===== config.mk =====
export PLATFORM = sky130hd
export DESIGN_NAME = fmtl_locate
export DESIGN_NICKNAME = d
export VERILOG_FILES = /design/src/sv/assert_macros.svh /design/src/sv/fmtl_pkg.sv /design/src/sv/fmtl_locate.sv
export SDC_FILE = /design/constraint.sdc
export NUM_CORES = 2
export LEC_CHECK = 0
export ABC_AREA = 1
export BUFFER_PORTS_ARGS = -buffer_cell sky130_fd_sc_hd__buf_2
export CORE_MARGIN = 3
export CORE_UTILIZATION = 64
export DETAILED_ROUTE_END_ITERATION = 8
export PLACE_DENSITY = 0.88
export RECOVER_POWER = 100
export SLEW_MARGIN = 10
export SYNTH_ARGS = -nofsm -noshare
export SYNTH_HDL_FRONTEND = slang
export SYNTH_SLANG_ARGS = --single-unit

===== constraint.sdc =====
create_clock -name clk_i -period 7.7 [get_ports clk_i]
set_clock_uncertainty 0.05 [all_clocks]
set_input_delay 0.385 -clock clk_i [delete_from_list [all_inputs] [get_ports clk_i]]
set_output_delay 0.385 -clock clk_i [all_outputs]
set_load 0.005 [all_outputs]

===== src/sv/assert_macros.svh =====
// Assertion macros shared by the RTL of the trilinear field lookup.
// No dependencies; empty bodies when SYNTHESIS is defined.
`ifndef ASSERT_MACROS_SVH
`define ASSERT_MACROS_SVH
`ifndef SYNTHESIS
`define ASSERT_PROP(lbl, clk, rstn, prop, msg) \
  lbl: assert property (@(posedge clk) disable iff (!rstn) (prop)) else $error(msg);
`define ASSERT_NEVER(lbl, clk, rstn, cond, msg) \
  `ASSERT_PROP(lbl, clk, rstn, !(cond), msg)
`else
`define ASSERT_PROP(lbl, clk, rstn, prop, msg)
`define ASSERT_NEVER(lbl, clk, rstn, cond, msg)
`endif
`endif


===== src/sv/fmtl_pkg.sv =====
// Types, codes and constants of the trilinear field lookup.
// No dependencies; imported by every module of the block.
`timescale 1ns / 1ps
package fmtl_pkg;

  localparam int unsigned GRID_X_DEF = 16;
  localparam int unsigned GRID_Y_DEF = 16;
  localparam int unsigned GRID_Z_DEF = 16;

  localparam int unsigned COMP_W    = 24;
  localparam int unsigned COORD_W   = 32;
  localparam int unsigned WGT_W     = 17;
  localparam int unsigned IDX_MAX_W = 8;
  localparam int unsigned GIDX_W    = 4;
  localparam int unsigned CFG_IDX_W = 3;
  localparam int unsigned CORNERS   = 8;
  localparam int unsigned S_TDATA_W = 184;
  localparam int unsigned M_TDATA_W = 72;

  localparam logic [WGT_W-1:0]   WGT_ONE     = WGT_W'(65536);
  localparam logic [COORD_W-1:0] INV_SP_RST  = COORD_W'(65536);

  typedef logic [2:0][COMP_W-1:0]  vec_t;     // [0] x, [1] y, [2] z
  typedef logic [2:0][COORD_W-1:0] axis3_t;   // [0] x, [1] y, [2] z

  typedef enum logic {
    OP_WRITE = 1'b0,
    OP_QUERY = 1'b1
  } op_e;

  typedef enum logic [CFG_IDX_W-1:0] {
    CFG_ORG_X = 3'd0,
    CFG_ORG_Y = 3'd1,
    CFG_ORG_Z = 3'd2,
    CFG_INV_X = 3'd3,
    CFG_INV_Y = 3'd4,
    CFG_INV_Z = 3'd5
  } cfg_idx_e;

  typedef enum logic [1:0] {
    AX_X = 2'd0,
    AX_Y = 2'd1,
    AX_Z = 2'd2
  } axis_e;

  // Blend steps: four z lerps, two y lerps, one x lerp.
  typedef enum logic [2:0] {
    STEP_Z00 = 3'd0,
    STEP_Z01 = 3'd1,
    STEP_Z10 = 3'd2,
    STEP_Z11 = 3'd3,
    STEP_Y0  = 3'd4,
    STEP_Y1  = 3'd5,
    STEP_R   = 3'd6
  } blend_step_e;

  typedef enum logic [2:0] {
    ST_IDLE,
    ST_LOCATE,
    ST_READ,
    ST_BLEND,
    ST_DONE
  } fmtl_state_e;

  typedef struct packed {
    logic             outside;
    logic [WGT_W-1:0] wx;
    logic [WGT_W-1:0] wy;
    logic [WGT_W-1:0] wz;
  } loc_res_t;

  typedef struct packed {
    logic             valid;
    blend_step_e      step;
    logic [WGT_W-1:0] w;
  } bl_req_t;

  typedef struct packed {
    logic        valid;
    blend_step_e step;
  } bl_rsp_t;

endpackage


===== src/sv/fmtl_locate.sv =====
// Maps a position to cell index and weight per axis with one shared
// 32x32 multiplier, one axis per cycle. Depends on fmtl_pkg.
`timescale 1ns / 1ps
module fmtl_locate import fmtl_pkg::*; #(
  parameter int unsigned GRID_X = GRID_X_DEF,
  parameter int unsigned GRID_Y = GRID_Y_DEF,
  parameter int unsigned GRID_Z = GRID_Z_DEF
) (
  input  logic                        clk_i,
  input  logic                        rst_ni,
  input  logic                        start_i,
  input  axis3_t                      pos_i,
  input  axis3_t                      org_i,
  input  axis3_t                      inv_i,
  output logic                        done_o,
  output loc_res_t                    res_o,
  output logic [$clog2(GRID_X)-1:0]   idx_x_o,
  output logic [$clog2(GRID_Y)-1:0]   idx_y_o,
  output logic [$clog2(GRID_Z)-1:0]   idx_z_o
);

  localparam int unsigned IWX = $clog2(GRID_X);
  localparam int unsigned IWY = $clog2(GRID_Y);
  localparam int unsigned IWZ = $clog2(GRID_Z);
  localparam logic [COORD_W-1:0] LIM_X = COORD_W'(GRID_X - 1);
  localparam logic [COORD_W-1:0] LIM_Y = COORD_W'(GRID_Y - 1);
  localparam logic [COORD_W-1:0] LIM_Z = COORD_W'(GRID_Z - 1);

  logic                   run_q;
  logic [1:0]             cnt_q;
  logic                   v1_q, v2_q, done_q;
  axis_e                  ax1_q, ax2_q;
  logic [COORD_W:0]       d1_q;
  logic                   neg2_q;
  logic [2*COORD_W-1:0]   p2_q;
  logic                   out_q;
  logic [WGT_W-1:0]       wx_q, wy_q, wz_q;
  logic [IWX-1:0]         ix_q;
  logic [IWY-1:0]         iy_q;
  logic [IWZ-1:0]         iz_q;

  logic [COORD_W-1:0]     lim, hi, lo;
  logic                   out_ax, clamp;
  logic [IDX_MAX_W-1:0]   lo_idx;
  logic [WGT_W-1:0]       wgt;

  always_ff @(posedge clk_i or negedge rst_ni) begin
    if (!rst_ni) begin
      run_q  <= 1'b0;
      cnt_q  <= '0;
      v1_q   <= 1'b0;
      v2_q   <= 1'b0;
      done_q <= 1'b0;
    end else begin
      if (start_i) begin
        run_q <= 1'b1;
        cnt_q <= AX_X;
      end else if (run_q) begin
        cnt_q <= cnt_q + 2'd1;
        if (cnt_q == AX_Z) begin
          run_q <= 1'b0;
        end
      end
      v1_q   <= run_q;
      v2_q   <= v1_q;
      done_q <= v2_q && (ax2_q == AX_Z);
    end
  end

  // stage 1: offset from origin, stage 2: scale to grid units
  always_ff @(posedge clk_i) begin
    ax1_q  <= axis_e'(cnt_q);
    d1_q   <= {pos_i[cnt_q][COORD_W-1], pos_i[cnt_q]}
            - {org_i[cnt_q][COORD_W-1], org_i[cnt_q]};
    ax2_q  <= ax1_q;
    neg2_q <= d1_q[COORD_W];
    p2_q   <= (2*COORD_W)'(d1_q[COORD_W-1:0]) * (2*COORD_W)'(inv_i[ax1_q]);
  end

  always_comb begin
    unique case (ax2_q)
      AX_X:    lim = LIM_X;
      AX_Y:    lim = LIM_Y;
      AX_Z:    lim = LIM_Z;
      default: lim = LIM_X;
    endcase
    hi     = p2_q[2*COORD_W-1:COORD_W];
    lo     = p2_q[COORD_W-1:0];
    out_ax = neg2_q || (hi > lim) || ((hi == lim) && (lo != '0));
    clamp  = (hi >= lim);
    lo_idx = clamp ? IDX_MAX_W'(lim - COORD_W'(1)) : hi[IDX_MAX_W-1:0];
    wgt    = clamp ? WGT_ONE : {1'b0, lo[COORD_W-1:COORD_W-16]};
  end

  always_ff @(posedge clk_i or negedge rst_ni) begin
    if (!rst_ni) begin
      out_q <= 1'b0;
    end else if (start_i) begin
      out_q <= 1'b0;
    end else if (v2_q) begin
      out_q <= out_q | out_ax;
    end
  end

  always_ff @(posedge clk_i) begin
    if (v2_q) begin
      unique case (ax2_q)
        AX_X: begin
          ix_q <= lo_idx[IWX-1:0];
          wx_q <= wgt;
        end
        AX_Y: begin
          iy_q <= lo_idx[IWY-1:0];
          wy_q <= wgt;
        end
        AX_Z: begin
          iz_q <= lo_idx[IWZ-1:0];
          wz_q <= wgt;
        end
        default: begin
        end
      endcase
    end
  end

  assign done_o  = done_q;
  assign res_o   = '{outside: out_q, wx: wx_q, wy: wy_q, wz: wz_q};
  assign idx_x_o = ix_q;
  assign idx_y_o = iy_q;
  assign idx_z_o = iz_q;

endmodule


==> metrics <==
outcome=finished, final reports clean; worst endpoint required time=about 8.1 ns; Detailed Route WL=162 mm; Routed Antenna Nets=0; asr flop ratio synth=0.0407; first-pass GRT wire length=240 mm; critical path's top delay family=adder cells; R2R depth=25; DRC=0; final setup vio count=0; maximum clock path buffer count=2; commonest non-fill, non-tap cell in the layout=inv_1; I/O Buffers=355; Final GP Congestion=between 1 and 1.5; Crit path largest cell delay=between 0.5 and 0.6 ns; Reg-to-Reg Start=ax1_q[1]; Final Max Tran Viols=0; Die Height=between 200 and 300 um; measured slew at the worst slew-check pin=1.27 ns; grt ovf=0; #FFs+latches synth=about 170; All-Layer GR Usage=0.464; synthesized area=around 0.043 mm^2; CTS buffer count=17; Chip Width=around 260 um; largest net degree at the start of global routing=68; num rows=94; RSZ-0062 raised after global routing=true; EDFF count, synth=63; CTS tree=built; worst setup margin=between 0.2 and 0.25 ns; most frequent CP cell=fa_1; Synthesized Nets=7015; WHS Path Cells=2; post-synthesis sequential area ratio=0.0960; initial antenna violation count=13; CP bufs+invs=7; Cells after DPL=between 6000 and 7000; clk slew on worst S/H paths=0.08 ns; Top-Level Pins=356; Mapped Cells=5531; vias per cell=5.87; Pre-antenna DRT Iters=8; crit start category=flip-flop; 1st-iter DRT viols=4584; Worst Setup End Kind=flip-flop; Tmin final=around 7.5 ns; Worst slew margin=0.153; endpoints failing hold=0; Max H-tree Level=4; crit path from=ax1_q[1]; core area=approximately 0.066 mm^2; count of cell types in the netlist=40; WP data arrival=7.87 ns; starting density of the core=0.649; vias in the first global route=41600; class of the worst hold path=input port to flip-flop; Nets=approximately 7400; hold wc startpoint=start_i; CTS root buf=clkbuf_16; Sink Count=roughly 170; achievable frequency=between 0.1 and 0.15 GHz; WL/cell=23.7 um; CP Max Fanout=20; Die Area=between 0.07 and 0.08 mm^2; Slowest-stage cell, CP=fa_1; Avg Cell Area, Syn=about 7.7 um^2; dpl hpwl=about 130 mm; layout cell share with drive strength beyond 1=0.118; crit share post-route=0.973; Ys Warns=0; Area Growth Syn to Fin=10.8%; commonest register cell after synthesis=dfxtp_1; crit path kind=flip-flop to flip-flop; most frequent cells in the layout=inv_1 (1320), nand2_1 (1185), fa_1 (895); Non-Filler Instances=about 6800; Skew-Pair Late Insertion Delay=roughly 0.50 ns; CP Depth=25; max-cap viol count=0; Via Count=between 30000 and 40000; dpl ws=-0.0493 ns
==> cell families after synthesis <==
family / synth area share
and+or+nand+nor: 0.201
DFF: 0.0960
AOI/OAI and AO/OA: 0.0441
xor gates and xnor gates: 0.0102
buffers and inverters: 0.142
adders and majority gates: 0.506
==> repair_timing <==
item,CTS,global route
pin swaps,0,1
endpoints found under the setup margin,15,45
resized for setup,3,116
hold buffers,1,0
cloned,0,1
buffers inserted,0,10
endpoints found under the hold margin,7,0
==> state kept, by name, summed over array words and instances (netlist names), 2 cells and up <==
register and count:
ax1_q 2, ax2_q 2, cnt_q 2, d1_q 33
idx_x_o 4, idx_y_o 4, idx_z_o 4, p2_q 64
wx_q 17, wy_q 17, wz_q 17
==> metal layers <==
metal	part of all wire	track usage	vias to the layer above	wire, um
met5	0.00043	0	-	69
met1	0.32	0.522	19000	51000
met3	0.14	0.168	1053	22600
met4	0.11	0.391	10	18300
li1	-	-	16800	-
met2	0.43	0.709	3120	69600
==> cell usage after synthesis, types with 46 or more instances <==
| master | n | share of area |
|---|---|---|
| clkbuf_1 | 116 | 0.010 |
| dfxtp_1 | 102 | 0.048 |
| edfxtp_1 | 63 | 0.044 |
| nor2_1 | 890 | 0.078 |
| nand3_1 | 82 | 0.0096 |
| nand2_1 | 1189 | 0.10 |
| ha_1 | 296 | 0.087 |
| buf_2 | 51 | 0.0060 |
| inv_1 | 1321 | 0.12 |
| o21ai_0 | 151 | 0.018 |
| fa_1 | 897 | 0.42 |
| a21oi_1 | 84 | 0.0098 |
| xor2_1 | 46 | 0.0094 |
==> final timing paths <==
path / end / slack (ns)
min in group asynchronous: cnt_q[1] / 0.25
setup / recovery: p2_q[31] / 0.21
setup reg to reg: p2_q[31] / 0.21
hold reg to reg: neg2_q / 0.30
max in group asynchronous: cnt_q[0] / 7.05
hold / removal: out_q / 0.03
==> cell type report <==
type | count | area [um^2]
repair buffers | 565 | 3620
repair inverters | 1 | 8.76
clock inverters | 15 | 196
multi-input cells | 3797 | 32800
fillers | 5035 | 18500
clock buffers | 17 | 425
flip-flops and latches | 172 | 4110
well taps | 864 | 1080
diodes | 14 | 35.0
inverters | 1361 | 5190
==> per-stage QoR <==
step / TNS, ns / utilization / hold slack, ns / cell area (um^2)
3_3_place_gp: 0 / 0.703 / 0.168 / 46400
3_5_place_dp: -0.234 / 0.703 / 0.176 / 46400
2_1_floorplan: 0 / - / 0.0394 / 42800
6_report: 0 / 0.719 / 0.0317 / 47400
4_1_cts: 0 / 0.713 / 0.0190 / 47000
5_1_grt: -0.504 / 0.719 / 0.0487 / 47400
Power is left out: the tool's default activity adds up to more than one toggle a clock period on the data nets, which glitch-free logic cannot reach.
