## src/sv/assert_macros.svh

```systemverilog
// Assertion macros shared by the RTL of the trilinear field lookup.
// No dependencies; empty bodies when SYNTHESIS is defined.
`ifndef ASSERT_MACROS_SVH
`define ASSERT_MACROS_SVH
`ifndef SYNTHESIS
`define ASSERT_PROP(lbl, clk, rstn, prop, msg) \
  lbl: assert property (@(posedge clk) disable iff (!rstn) (prop)) else $error(msg);
`define ASSERT_NEVER(lbl, clk, rstn, cond, msg) \
  `ASSERT_PROP(lbl, clk, rstn, !(cond), msg)
`else
`define ASSERT_PROP(lbl, clk, rstn, prop, msg)
`define ASSERT_NEVER(lbl, clk, rstn, cond, msg)
`endif
`endif

```

## src/sv/fmtl_pkg.sv

```systemverilog
// Types, codes and constants of the trilinear field lookup.
// No dependencies; imported by every module of the block.
`timescale 1ns / 1ps
package fmtl_pkg;

  localparam int unsigned GRID_X_DEF = 16;
  localparam int unsigned GRID_Y_DEF = 16;
  localparam int unsigned GRID_Z_DEF = 16;

  localparam int unsigned COMP_W    = 24;
  localparam int unsigned COORD_W   = 32;
  localparam int unsigned WGT_W     = 17;
  localparam int unsigned IDX_MAX_W = 8;
  localparam int unsigned GIDX_W    = 4;
  localparam int unsigned CFG_IDX_W = 3;
  localparam int unsigned CORNERS   = 8;
  localparam int unsigned S_TDATA_W = 184;
  localparam int unsigned M_TDATA_W = 72;

  localparam logic [WGT_W-1:0]   WGT_ONE     = WGT_W'(65536);
  localparam logic [COORD_W-1:0] INV_SP_RST  = COORD_W'(65536);

  typedef logic [2:0][COMP_W-1:0]  vec_t;     // [0] x, [1] y, [2] z
  typedef logic [2:0][COORD_W-1:0] axis3_t;   // [0] x, [1] y, [2] z

  typedef enum logic {
    OP_WRITE = 1'b0,
    OP_QUERY = 1'b1
  } op_e;

  typedef enum logic [CFG_IDX_W-1:0] {
    CFG_ORG_X = 3'd0,
    CFG_ORG_Y = 3'd1,
    CFG_ORG_Z = 3'd2,
    CFG_INV_X = 3'd3,
    CFG_INV_Y = 3'd4,
    CFG_INV_Z = 3'd5
  } cfg_idx_e;

  typedef enum logic [1:0] {
    AX_X = 2'd0,
    AX_Y = 2'd1,
    AX_Z = 2'd2
  } axis_e;

  // Blend steps: four z lerps, two y lerps, one x lerp.
  typedef enum logic [2:0] {
    STEP_Z00 = 3'd0,
    STEP_Z01 = 3'd1,
    STEP_Z10 = 3'd2,
    STEP_Z11 = 3'd3,
    STEP_Y0  = 3'd4,
    STEP_Y1  = 3'd5,
    STEP_R   = 3'd6
  } blend_step_e;

  typedef enum logic [2:0] {
    ST_IDLE,
    ST_LOCATE,
    ST_READ,
    ST_BLEND,
    ST_DONE
  } fmtl_state_e;

  typedef struct packed {
    logic             outside;
    logic [WGT_W-1:0] wx;
    logic [WGT_W-1:0] wy;
    logic [WGT_W-1:0] wz;
  } loc_res_t;

  typedef struct packed {
    logic             valid;
    blend_step_e      step;
    logic [WGT_W-1:0] w;
  } bl_req_t;

  typedef struct packed {
    logic        valid;
    blend_step_e step;
  } bl_rsp_t;

endpackage

```

## src/sv/fmtl_blend.sv

```systemverilog
// Three-lane linear blend a + ((b-a)*w + 0.5) >> 16, three stages deep.
// Words pass diff, product and result registers. Depends on fmtl_pkg.
`timescale 1ns / 1ps
module fmtl_blend import fmtl_pkg::*; (
  input  logic    clk_i,
  input  logic    rst_ni,
  input  bl_req_t req_i,
  input  vec_t    a_i,
  input  vec_t    b_i,
  output bl_rsp_t rsp_o,
  output vec_t    res_o
);

  localparam int unsigned DIFF_W = COMP_W + 1;
  localparam int unsigned PROD_W = DIFF_W + WGT_W + 1;

  logic                     v1_q, v2_q, v3_q;
  blend_step_e              s1_q, s2_q, s3_q;
  logic signed [DIFF_W-1:0] diff1_q [3];
  logic [WGT_W-1:0]         w1_q;
  vec_t                     a1_q, a2_q, res_q;
  logic signed [PROD_W-1:0] prod2_q [3];

  logic signed [DIFF_W-1:0] diff_d [3];
  logic signed [PROD_W-1:0] prod_d [3];
  logic signed [PROD_W-1:0] rnd, shf;
  vec_t                     res_d;

  always_comb begin
    for (int l = 0; l < 3; l++) begin
      diff_d[l] = $signed({b_i[l][COMP_W-1], b_i[l]}) - $signed({a_i[l][COMP_W-1], a_i[l]});
      prod_d[l] = diff1_q[l] * $signed({1'b0, w1_q});
    end
  end

  always_comb begin
    rnd   = '0;
    shf   = '0;
    res_d = '0;
    for (int l = 0; l < 3; l++) begin
      rnd      = prod2_q[l] + PROD_W'(32768);
      shf      = rnd >>> 16;
      res_d[l] = a2_q[l] + shf[COMP_W-1:0];
    end
  end

  always_ff @(posedge clk_i or negedge rst_ni) begin
    if (!rst_ni) begin
      v1_q <= 1'b0;
      v2_q <= 1'b0;
      v3_q <= 1'b0;
    end else begin
      v1_q <= req_i.valid;
      v2_q <= v1_q;
      v3_q <= v2_q;
    end
  end

  always_ff @(posedge clk_i) begin
    s1_q    <= req_i.step;
    w1_q    <= req_i.w;
    a1_q    <= a_i;
    diff1_q <= diff_d;
    s2_q    <= s1_q;
    a2_q    <= a1_q;
    prod2_q <= prod_d;
    s3_q    <= s2_q;
    res_q   <= res_d;
  end

  assign rsp_o = '{valid: v3_q, step: s3_q};
  assign res_o = res_q;

endmodule

```

## config.mk

```make
export PLATFORM = sky130hd
export DESIGN_NAME = fmtl_blend
export DESIGN_NICKNAME = d
export VERILOG_FILES = /design/src/sv/assert_macros.svh /design/src/sv/fmtl_pkg.sv /design/src/sv/fmtl_blend.sv
export SDC_FILE = /design/constraint.sdc
export NUM_CORES = 2
export LEC_CHECK = 0
export BUFFER_PORTS_ARGS = -buffer_cell sky130_fd_sc_hd__buf_2
export CELL_PAD_IN_SITES_DETAIL_PLACEMENT = 1
export CELL_PAD_IN_SITES_GLOBAL_PLACEMENT = 2
export CORE_ASPECT_RATIO = 1.2
export CORE_MARGIN = 2
export CORE_UTILIZATION = 38
export CTS_BUF_LIST = sky130_fd_sc_hd__clkbuf_8
export DETAILED_ROUTE_END_ITERATION = 16
export PLACE_DENSITY = 0.79
export RECOVER_POWER = 50
export REMOVE_ABC_BUFFERS = 1
export SYNTH_ARGS = -nofsm -noshare
export SYNTH_HDL_FRONTEND = slang
export SYNTH_SLANG_ARGS = --single-unit
```

## constraint.sdc

```tcl
create_clock -name clk_i -period 6.3 [get_ports clk_i]
set_input_delay 0.945 -clock clk_i [delete_from_list [all_inputs] [get_ports clk_i]]
set_output_delay 0.945 -clock clk_i [all_outputs]
set_load 0.01 [all_outputs]
```

==> results by group <==
Placement
  – Placed Instances: 8,616
  – IO buf count: 242
  – HPWL after detailed placement: 137,000 µm
  – Routability Congestion: 0.864

Cells and area
  – Layout cells sized above 1: 0.125
  – Post-Layout Cell Count: 8,787
  – Most frequent cells in the layout: inv_1, fa_1, nand2_1
  – Commonest non-fill, non-tap cell in the layout: inv_1
  – Nets: 8,530
  – Area Overhead vs Synth: 15.3%
  – Number of fill cells: 17,511

Critical path
  – Arr. time, crit path: 7.11 ns
  – CP max FO: 8
  – CP max-delay cell: fa_1
  – Required @ worst endpoint: 7.00 ns
  – Max stage delay on crit path: 0.58 ns
  – Worst Path Buf+Inv: 6
  – Cell repeated most along the worst path: fa_1
  – CP Capture Type: flip-flop
  – Top cell family by delay on the critical path: adder cells
  – Worst setup SP type: flip-flop
  – WS Path Type: reg -> reg
  – Crit-path cells: buf_6 > buf_12 > buf_4 > and2_1 > fa_1 > inv_1 > fa_1 > inv_1 > ha_1 > fa_1 > fa_1 > fa_1 > ha_4 > a21oi_2 > o21a_1 > o221ai_2 > or4b_4 > and3_4 > a21o_1 > a21o_4 > a31o_4 > buf_4 > a41oi_2 > xnor2_1

Synthesis
  – Post-synthesis register bit count: 395
  – Post-synth EDFFs: 0
  – Register area share after synthesis: 0.137
  – Synthesized cell area: 0.0577 mm²
  – Avg Cell Area, Syn: 9.26 µm²
  – Fraction of registers with async set/reset: 0.00759
  – Cell count after synthesis: 6,233
  – Top_reg_cell synth: dfxtp_1
  – Netlist cell types: 72
  – Synth Warn #: 0

Timing
  – Least-Margin Pin Slew: 0.979 ns
  – Crit share post-route: 1.02
  – Fin. Hold Viols: 0
  – RSZ-0062 raised after global routing: yes
  – Slew headroom: 0.339
  – Setup Total Neg Slack: -0.833 ns
  – Fmax: 156 MHz
  – Setup Viol. Count Final: 16
  – Final slew viol count: 0
  – Clock Skew: 0.0724 ns
  – Crit path time final: 6.41 ns
  – Final WS setup: -0.115 ns

Route
  – Drt first pass iters: 5
  – Routed vias: 42,050
  – DR vias/cell: 4.79
  – Post-route DRC: 0
  – Initial drt markers: 1,567
  – Routed wire length: 162,000 µm
  – Detail Route Antenna Nets: 0
  – Avg WL per Cell: 18.4 µm

Floorplanning
  – Chip width: 360 µm
  – Initial Utilization: 0.383
  – Die H: 431 µm
  – Rows: 156
  – DIE AREA: 0.155 mm²
  – Core box area: 0.151 mm²
  – # IOs: 243

Clock tree
  – CTS Buffer Depth: 3
  – Root Buffer: clkbuf_8
  – Clk slew on worst S/H paths: 0.07 ns
  – Clock H-tree levels: 3
  – Worst-Skew Late Latency: 0.80 ns
  – # clock sinks: 395
  – TritonCTS buffer count: 78
  – CTS tree: done

Run
  – Max Cap Viol: 0

Global routing
  – Initial antenna violation count: 9
  – Gr usage total: 0.215
  – Number of global-route vias before repair: 48,207
  – First-pass GRT wire length: 261,000 µm
  – Grt ovf: 0
  – Largest net degree at the start of global routing: 36

Status
  – Status: finished with violations
  – Failing checks: negative setup slack

Min path
  – Worst min-delay path class: in -> reg
registers in the layout (all words and copies together), names as in the netlist:
register / flops
v2_q: 1
s3_q: 3
v3_q: 1
s1_q: 3
diff1_q: 75
s2_q: 3
a2_q: 72
prod2_q: 75
w1_q: 17
res_o: 72
v1_q: 1
a1_q: 72
worst reg2reg max path, stage by stage, from the launching register on:
cell and delay [ns]:
dfxtp_4 0.38, buf_6 0.15, buf_12 0.14, buf_4 0.14
and2_1 0.15, fa_1 0.53, inv_1 0.05, fa_1 0.48
inv_1 0.05, ha_1 0.19, fa_1 0.48, fa_1 0.46
fa_1 0.58, ha_4 0.22, a21oi_2 0.14, o21a_1 0.19
o221ai_2 0.12, or4b_4 0.51, and3_4 0.17, a21o_1 0.20
a21o_4 0.27, a31o_4 0.26, buf_4 0.14, a41oi_2 0.17
xnor2_1 0.17
cell families (layout without fill, tap and decap cells):
family | after synthesis | in the layout | share of synthesized area
fa+ha+maj | 1614 | 1614 | 0.505
mux | 2 | 2 | 0.000347
buf+inv | 1715 | 2289 | 0.112
xor+xnor | 293 | 293 | 0.0445
other cells | 0 | 5 | 0
simple gates | 1762 | 1762 | 0.150
compound gates | 452 | 452 | 0.0515
flops | 395 | 395 | 0.137
layout make-up:
class	count	area [µm²]	share of cell area
Tap cell	1975	2470	0.0372
Inverter	1501	5630	0.0847
Multi-Input combinational cell	4123	43900	0.660
Clock buffer	95	1310	0.0197
Sequential cell	395	7990	0.120
Timing Repair Buffer	650	4820	0.0724
Clock inverter	43	359	0.00540
Antenna cell	5	12.5	0.000188
per-layer routing:
metal  track usage  up-vias  routed length [µm]
met1         0.269    21949               68500
met5             0        -                   0
met4        0.0583        0                3810
li1              -    19409                   -
met3        0.0225      170                4400
met2         0.393      522               85000
through the flow:
stage | util | area [µm²] | hold slack (ns) | setup WS, ns
floorplan | - | 56900 | 0.310 | -1.13
CTS | 0.438 | 66000 | 0.174 | -0.0558
detailed placement | 0.424 | 63900 | 0.313 | -0.542
global route | 0.441 | 66500 | 0.214 | -0.314
finish | 0.441 | 66500 | 0.258 | -0.115
global placement | 0.424 | 63900 | 0.310 | -0.421
Yosys cell counts (3+ instances only):
cell type     n  area, µm²
a2111oi_0     3       26.3
a211o_1       8       70.1
a211oi_1     10       75.1
a21boi_0     13       97.6
a21o_1       68        510
a21oi_1     143        716
a221oi_1      4       35.0
a311oi_1      3       26.3
a31o_2        3       26.3
a31oi_1      14       87.6
a41oi_1       7       61.3
and2_1      587       3670
and3_1       35        219
and4_1        6       52.6
clkbuf_1    212        796
dfrtp_1       3       75.1
dfxtp_1     392       7850
fa_1       1188      23800
ha_1        426       5330
inv_1      1501       5630
nand2_1     761       2860
nand2b_1     24        150
nand3_1      58        290
nand4_1      20        125
nor2_1      150        563
nor2b_1      47        294
nor3_1       42        210
nor4_1        3       18.8
o2111ai_1     3       26.3
o211a_1       3       30.0
o211ai_1     10       75.1
o21a_1       33        248
o21ai_0      76        380
o21ai_1       3       15.0
o21ba_2       3       30.0
o21bai_1     10       75.1
o31ai_1       5       37.5
o41ai_1       4       35.0
or2_2         8       50.1
or3_1         8       50.1
or4_1         5       37.5
xnor2_1     223       1950
xor2_1       70        613
repair_timing:
item	4_1_cts	5_1_grt
endpoints found under the setup margin	41	43
pin swaps	48	65
hold buffers	1	0
setup buffers	8	21
gates cloned	0	2
endpoints found under the hold margin	3	0
gates resized for setup	100	107
final timing paths:
path                            startpoint     endpoint  slack (ns)  depth (start not counted)
worst max-delay path               w1_q[6]  prod2_q[33]       -0.11                         24
worst min-delay path               a_i[44]     a1_q[44]        0.26                          1
worst max register to register     w1_q[6]  prod2_q[33]       -0.11                         24
worst min register to register    a1_q[34]     a2_q[34]        0.30                          0
max in group asynchronous           rst_ni         v3_q        5.59                          2
min in group asynchronous           rst_ni         v1_q        0.55                          2
Power is not shown: default switching activity piles up to over one toggle a cycle in this logic, so the estimate is an artifact.
